[src/rtl/core/rsq_pkg.sv]
// ----------------------------------------------------------------------------
// rsq_pkg
// Shared widths, latencies, status codes and the CORDIC arctangent table
// for the razor MR / R squared pipeline.
// ----------------------------------------------------------------------------
package rsq_pkg;

	localparam int MOMENTUM_WIDTH = 24;
	localparam int ANGLE_WIDTH    = 16;
	localparam int MW             = MOMENTUM_WIDTH;
	localparam int AW             = ANGLE_WIDTH;

	localparam int CFG_W   = 16;
	localparam int MET_W   = 23;
	localparam int OUT_W   = 24;
	localparam int STAT_W  = 2;
	localparam logic [OUT_W-1:0] OUT_MAX = {OUT_W{1'b1}};
	localparam logic [CFG_W-1:0] MIN_LEAD_PT_RST = 16'd26;

	// derived internal widths
	localparam int SQ2_W  = 2 * MW;
	localparam int ATBT_W = 2 * MW + 2;
	localparam int ZS_W   = MW + 5;
	localparam int SUMZ_W = 35;
	localparam int D_W    = 58;
	localparam int MTR_W  = 57;

	// square root unit
	localparam int SQ_ARG_W = 64;
	localparam int SQ_STEPS = 32;
	localparam int SQ_LAT   = SQ_STEPS;

	// CORDIC
	localparam int CORDIC_STEPS = 24;
	localparam int CORDIC_W     = 34;
	localparam int CORDIC_LAT   = CORDIC_STEPS + 1;
	localparam logic signed [CORDIC_W-1:0] CORDIC_GAIN = 34'sd652032874;

	// wide multiplier
	localparam int MUL_W   = 64;
	localparam int MUL_LAT = 2;

	// divider
	localparam int DIV_BITS = 24;
	localparam int DIV_LAT  = DIV_BITS + 1;

	// whole pipeline
	localparam int PIPE_DEPTH = 2 * SQ_LAT + 3;

	typedef enum logic [STAT_W-1:0] {
		ST_OK     = 2'd0,
		ST_LOW_PT = 2'd1,
		ST_NCOMP  = 2'd2
	} status_t;

	typedef struct packed {
		logic        [SQ2_W-1:0]  at2;
		logic        [SQ2_W-1:0]  bt2;
		logic        [ATBT_W-1:0] atbt;
		logic signed [ZS_W-1:0]   zs;
		logic                     low_pt;
		logic        [MET_W-1:0]  met;
		logic signed [MW:0]       sx;
		logic signed [MW:0]       sy;
	} side_t;

	// atan(2^-i) in units of 2^-32 turns
	function automatic logic signed [CORDIC_W-1:0] atan_tab(input int i);
		logic signed [CORDIC_W-1:0] v;
		v = '0;
		case (i)
			0:  v = 34'sh020000000;
			1:  v = 34'sh012E4051D;
			2:  v = 34'sh009FB385B;
			3:  v = 34'sh0051111D4;
			4:  v = 34'sh0028B0D43;
			5:  v = 34'sh00145D7E1;
			6:  v = 34'sh000A2F61E;
			7:  v = 34'sh000517C55;
			8:  v = 34'sh00028BE53;
			9:  v = 34'sh000145F2E;
			10: v = 34'sh0000A2F98;
			11: v = 34'sh0000517CC;
			12: v = 34'sh000028BE6;
			13: v = 34'sh0000145F3;
			14: v = 34'sh00000A2F9;
			15: v = 34'sh00000517C;
			16: v = 34'sh0000028BE;
			17: v = 34'sh00000145F;
			18: v = 34'sh000000A2F;
			19: v = 34'sh000000517;
			20: v = 34'sh00000028B;
			21: v = 34'sh000000145;
			22: v = 34'sh0000000A2;
			23: v = 34'sh000000051;
			default: v = '0;
		endcase
		return v;
	endfunction

endpackage

[src/rtl/core/rsq_isqrt.sv]
// ----------------------------------------------------------------------------
// rsq_isqrt
// Pipelined restoring integer square root, one result bit per stage.
// ----------------------------------------------------------------------------
module rsq_isqrt (
	input  logic                         clk,
	input  logic                         en,
	input  logic [rsq_pkg::SQ_ARG_W-1:0] arg,
	output logic [rsq_pkg::SQ_STEPS-1:0] root
);
	import rsq_pkg::*;

	logic [SQ_ARG_W-1:0] rem_in [SQ_STEPS];
	logic [SQ_ARG_W-1:0] rem_n  [SQ_STEPS];
	logic [SQ_ARG_W-1:0] rem_q  [SQ_STEPS];
	logic [SQ_ARG_W-1:0] trial  [SQ_STEPS];
	logic [SQ_STEPS-1:0] rt_in  [SQ_STEPS];
	logic [SQ_STEPS-1:0] rt_n   [SQ_STEPS];
	logic [SQ_STEPS-1:0] rt_q   [SQ_STEPS];

	always_comb begin
		rem_in[0] = arg;
		rt_in[0]  = '0;
		for (int k = 1; k < SQ_STEPS; k++) begin
			rem_in[k] = rem_q[k-1];
			rt_in[k]  = rt_q[k-1];
		end
		for (int k = 0; k < SQ_STEPS; k++) begin
			trial[k] = ({{(SQ_ARG_W-SQ_STEPS){1'b0}}, rt_in[k]} << (SQ_STEPS - k))
				| ({{(SQ_ARG_W-1){1'b0}}, 1'b1} << (2 * (SQ_STEPS - 1 - k)));
			if (rem_in[k] >= trial[k]) begin
				rem_n[k] = rem_in[k] - trial[k];
				rt_n[k]  = rt_in[k] | ({{(SQ_STEPS-1){1'b0}}, 1'b1} << (SQ_STEPS - 1 - k));
			end else begin
				rem_n[k] = rem_in[k];
				rt_n[k]  = rt_in[k];
			end
		end
	end

	always_ff @(posedge clk) begin
		if (en) begin
			for (int k = 0; k < SQ_STEPS; k++) begin
				rem_q[k] <= rem_n[k];
				rt_q[k]  <= rt_n[k];
			end
		end
	end

	assign root = rt_q[SQ_STEPS-1];

endmodule

[config.mk]
export PLATFORM = sky130hd
export DESIGN_NAME = rsq_isqrt
export DESIGN_NICKNAME = d
export VERILOG_FILES = /design/src/rtl/core/rsq_pkg.sv /design/src/rtl/core/rsq_isqrt.sv
export SDC_FILE = /design/constraint.sdc
export NUM_CORES = 2
export LEC_CHECK = 0
export BUFFER_PORTS_ARGS = -buffer_cell sky130_fd_sc_hd__buf_2
export CORE_MARGIN = 4
export CORE_UTILIZATION = 30
export DETAILED_ROUTE_END_ITERATION = 10
export GPL_TIMING_DRIVEN = 1
export PLACE_DENSITY_LB_ADDON = 0.05
export SYNTH_ARGS = -nofsm -noshare
export SYNTH_HDL_FRONTEND = slang
export SYNTH_SLANG_ARGS = --single-unit
export TNS_END_PERCENT = 1
[constraint.sdc]
create_clock -name clk -period 4.89 [get_ports clk]
set_clock_uncertainty 0.1 [all_clocks]
set_input_delay 0.489 -clock clk [delete_from_list [all_inputs] [get_ports clk]]
set_output_delay 0.489 -clock clk [all_outputs]
set_load 0.03 [all_outputs]
======== Word-level counts from Yosys, hierarchy flattened ========
Memories as Yosys holds them, arrays and structs flattened.
Index checks and enable logic that the tools add are counted.
storage, ports and cells
  memory bits (writable) .................. 3072
  logic and storage cells ................. 132
  bits of input ports ..................... 66
  output and inout bits ................... 32
  bits in registers ....................... 0
  memories ................................ 2
memory list
  memory  words  width  read ports  clocked after memory_dff  write ports  RTL line         source
  rem_q   32     64     31          0                         32           rsq_isqrt.sv:15  logic [SQ_ARG_W-1:0] rem_q [SQ_STEPS];
  rt_q    32     32     32          0                         32           rsq_isqrt.sv:19  logic [SQ_STEPS-1:0] rt_q [SQ_STEPS];
operators by class
  multiplexer cells ....................... 66
  $add $sub $neg .......................... 32
  $lt $le $gt $ge ......................... 32
operators with widths
  kind                                                            count
  64-bit two-way mux                                              32
  64-bit by 33-bit greater-or-equal comparator with 1-bit output  1
  64-bit by 34-bit greater-or-equal comparator with 1-bit output  1
  64-bit by 35-bit greater-or-equal comparator with 1-bit output  1
  64-bit by 36-bit greater-or-equal comparator with 1-bit output  1
  64-bit by 37-bit greater-or-equal comparator with 1-bit output  1
  64-bit by 38-bit greater-or-equal comparator with 1-bit output  1
  64-bit by 39-bit greater-or-equal comparator with 1-bit output  1
  64-bit by 40-bit greater-or-equal comparator with 1-bit output  1
  64-bit by 41-bit greater-or-equal comparator with 1-bit output  1
  64-bit by 42-bit greater-or-equal comparator with 1-bit output  1
  64-bit by 43-bit greater-or-equal comparator with 1-bit output  1
  64-bit by 44-bit greater-or-equal comparator with 1-bit output  1
  64-bit by 45-bit greater-or-equal comparator with 1-bit output  1
  64-bit by 46-bit greater-or-equal comparator with 1-bit output  1
  64-bit by 47-bit greater-or-equal comparator with 1-bit output  1
  64-bit by 48-bit greater-or-equal comparator with 1-bit output  1
  64-bit by 49-bit greater-or-equal comparator with 1-bit output  1
  64-bit by 50-bit greater-or-equal comparator with 1-bit output  1
  64-bit by 51-bit greater-or-equal comparator with 1-bit output  1
  64-bit by 52-bit greater-or-equal comparator with 1-bit output  1
  64-bit by 53-bit greater-or-equal comparator with 1-bit output  1
  64-bit by 54-bit greater-or-equal comparator with 1-bit output  1
  64-bit by 55-bit greater-or-equal comparator with 1-bit output  1
  other kinds (73)                                                75

======== Longest topological paths before layout ========
An unclocked memory read counts as a cell.
  depth after elaboration ................. 3
  depth in mapped cells ................... 15

======== Least setup slack after synthesis ========
OpenSTA, ideal clock, no wires.
  path kind ............................... flip-flop to flip-flop
  from .................................... memory rem_q[28][34] (netlist: rem_q[1][802])
  to ...................................... memory rem_q[29][51] (netlist: rem_q[1][883]), data pin
  data required time ...................... 4.532 ns
  setup time .............................. 0.258 ns
  arrival ................................. 3.290 ns
  slack ................................... 1.243 ns
  buffers on the path ..................... 2
  cell stages (with the launch flop) ...... 14
  cells stage by stage .................... edfxtp_1 -> ha_1 -> clkbuf_1 -> nand4b_1 -> or4_1 -> or4_1 -> nand4_1 -> a211oi_2 -> or2_4 -> a21oi_2 -> and3b_1 -> buf_4 -> nand4b_1 -> xnor2_1
RTL lines
  item                RTL line
  start: declaration  rsq_isqrt.sv:15

==> run metrics <==
row cnt 232; amount of wire on met3 after detailed routing around 12000 um; count of final max-slew check failures 0; Die ar. approximately 410000 um^2; count of cells along the worst register-to-register path 10; fraction of final layout cells with drive strength greater than 1 0.0822; maximum frequency from static timing analysis 216 MHz; via count of the first global-routing pass around 76000; worst-margin pin slew roughly 1.2 ns; number of placed I/O pins 98; portion of netlist area occupied by mux cells 0.00872; final period demand of the worst path between 4 and 5 ns; clk sink count about 2500; worst ir drop on vdd 0.000280 V; setup repair after global routing missed its margin no; DRT Wirelength between 300000 and 400000 um; most used flip-flop cell after synthesis edfxtp_1; starting DRC count in detailed routing between 4000 and 5000; detailed placement HPWL around 250000 um; cell type with the highest aggregate area in the netlist edfxtp_1; vias per cell 4.87; reg-to-reg startpoint rem_q[1][845]; required arrival time at the worst endpoint 5.43 ns; crit end category flop; Final Power around 65 mW; CTS tree done; Cell Area, Synth about 120000 um^2; count of unique library cells instantiated by Yosys between 80 and 90; number of nets in the final layout ~11000; count of flip-flops with a built-in enable after synthesis around 2500; # Post-CTS Setup Buffers 0; starting density of the core 0.301; maximum number of pins on one net before global-route repair 172; sum of negative setup slack 0 ns; count of input and output buffers 97; main combinational cell family by area after synthesis simple AND/OR/NAND/NOR gates; placeable core region 399000 um^2; die outline height about 640 um; Max Cap Viol 0; Via Count approximately 76000; Synth Net Count 10200; final hold viol count 0; Layout Area Growth over Synthesis 15.1%; type of the setup path with the least slack flop to flop; leakage power of the design 51.1 nW; average instance area after synthesis ~13 um^2; Yosys warnings 0; number of flip-flops and latches in the synthesized netlist between 2000 and 3000; Final ANT Viol Nets 0; reg-to-reg endpoint rem_q[1][948]; final setup violation count 0; total clock buffers created by CTS just over 300; clock tree root driver cell clkbuf_16; Synth Area in Compound Gates 0.0917; beginning of the worst hold path arg[27]; Synth Area in Simple Gates 0.121; global route total overflow 0; number of search-and-repair iterations in the first detailed-routing pass 5; ranking of synthesized cells by instance count edfxtp_1 (2512), inv_1 (704), nor2_1 (664), nand2_1 (638), a21oi_1 (598); cell count after synthesis 9597; worst slew margin relative to its limit 0.204; GRT Total Usage 0.156; Post-synth ARST share 0; number of cells traversed by the worst hold path 2; outcome finished, final reports clean; worst min-delay path class input pin to flop; XOR/XNOR share of the synthesized area 0.0649; number of levels in the clock H-tree 5; DR WL met2 159000 um; data arrival time at the worst-slack endpoint approximately 5.2 ns; width of the die 641 um; nature of the critical path startpoint flop; global placer's final weighted congestion approximately 0.83; proportion of synthesized chip area in sequential cells 0.628; maximum clock path buffer count 4; slack of the worst reg-to-reg path approximately 0.26 ns; wire length of the first global-routing pass just under 500000 um; detailed-route DRC error count 0; source-to-sink clock delay at the later pin of the worst-skew pair 0.92 ns; Avg WL per Cell 21.1 um; top cells by area in the synthesized netlist edfxtp_1 (63%), ha_1 (5.8%), xnor2_1 (3.8%); clock slew at reported path FFs 0.06 ns; worst-path maximum fanout 6; PwrDens around 470 nW/um^2; end point of the worst hold path rem_q[0][27]; leading cell type by number of instances after synthesis edfxtp_1; Routed met1 length between 150000 and 200000 um; final period utilization 0.946; share of synthesized cell area in full adder, half adder and majority cells 0.0581; initial antenna violation count 11; top layer reached by signal wires met4; proportion of netlist area held by the largest area contributor 0.628
==> kinds of logic after synthesis <==
family,after synthesis
fa+ha+maj,558
compound gates,1788
xor+xnor,890
mux,94
flops,2512
buf+inv,903
simple gates,2852
==> power by group <==
group | internal (mW) | switching (mW) | total [mW]
Combinational | 5.44 | 7.90 | 13.3
Clock | 13.0 | 9.27 | 22.2
Sequential | 27.4 | 2.37 | 29.8
==> layout by cell type, fill, tap and decap left out, drive strengths merged, types with 22 or more instances in the layout <==
cell	n
a211oi	50
a21o	239
a21oi	599
a31oi	49
and2	36
and3	45
buf	236
clkbuf	368
clkinv	138
dlygate4sd3	66
edfxtp	2512
ha	558
inv	719
mux2	86
nand2	638
nand2b	122
nand3	194
nand3b	37
nand4	158
nor2	666
nor2b	73
nor3	241
nor3b	22
nor4	329
nor4b	41
o211ai	38
o21a	84
o21ai	445
o21bai	49
o31ai	38
or2	38
or3	78
or4	66
xnor2	517
xor2	373
==> critical path, stage by stage (launching register included) <==
cell      delay (ns)
edfxtp_1        0.39
ha_1            0.44
and3_1          0.22
nand3_1         0.35
o31ai_1         1.02
a21oi_1         0.37
o21ai_4         0.33
nand2_1         0.13
or3_1           0.51
nor4b_1         0.40
xor2_1          0.11
==> what timing repair did <==
item / 4_1_cts / 5_1_grt
resized for setup: 0 / 2
setup endpoints to repair: 0 / 7
endpoints found under the hold margin: 85 / 0
hold buffers: 66 / 0
==> worst max-delay path by stage <==
stage	from	end	depth (start not counted)
final	rem_q[1][845]	rem_q[1][948]	10
after global placement	rem_q[1][595]	rem_q[1][692]	11
after global routing	rem_q[1][728]	rem_q[1][830]	12
after floorplan	rem_q[1][802]	rem_q[1][883]	13
after detailed placement	rem_q[1][596]	rem_q[1][692]	11
after CTS	rem_q[1][596]	rem_q[1][692]	11
==> through the flow <==
| step | hold WS, ns | utilization | std cells | worst slack, ns | cell area (um^2) |
|---|---|---|---|---|---|
| after floorplan | 0.317 | - | 9597 | 1.24 | 120000 |
| after global placement | 0.331 | 0.321 | 14900 | 0.186 | 128000 |
| after CTS | 0.0628 | 0.347 | 15500 | 0.157 | 138000 |
| final | 0.194 | 0.347 | 15500 | 0.263 | 138000 |
| after detailed placement | 0.332 | 0.321 | 14900 | 0.152 | 128000 |
| after global routing | 0.131 | 0.347 | 15500 | 0.000420 | 138000 |
==> metal layers <==
metal | track usage | vias up
li1 | - | 36700
met1 | 0.212 | 37300
met2 | 0.266 | 1239
met3 | 0.0205 | 379
met4 | 0.0338 | 0
met5 | 0 | -
==> registers in the layout, indices dropped and copies added (netlist names) <==
register,flops
rt_q,528
rem_q,1984
==> area by class of cell <==
| cell class | count | area [um^2] |
|---|---|---|
| fillers | 39000 | 261000 |
| clock buffers | 368 | 8100 |
| inverters | 706 | 2650 |
| multi-input cells | 6182 | 41500 |
| repair buffers | 302 | 2450 |
| diodes | 4 | 10.0 |
| clock inverters | 185 | 1650 |
| flip-flops and latches | 2512 | 75400 |
| well taps | 5265 | 6590 |
Power figures use the tool's default switching activity.
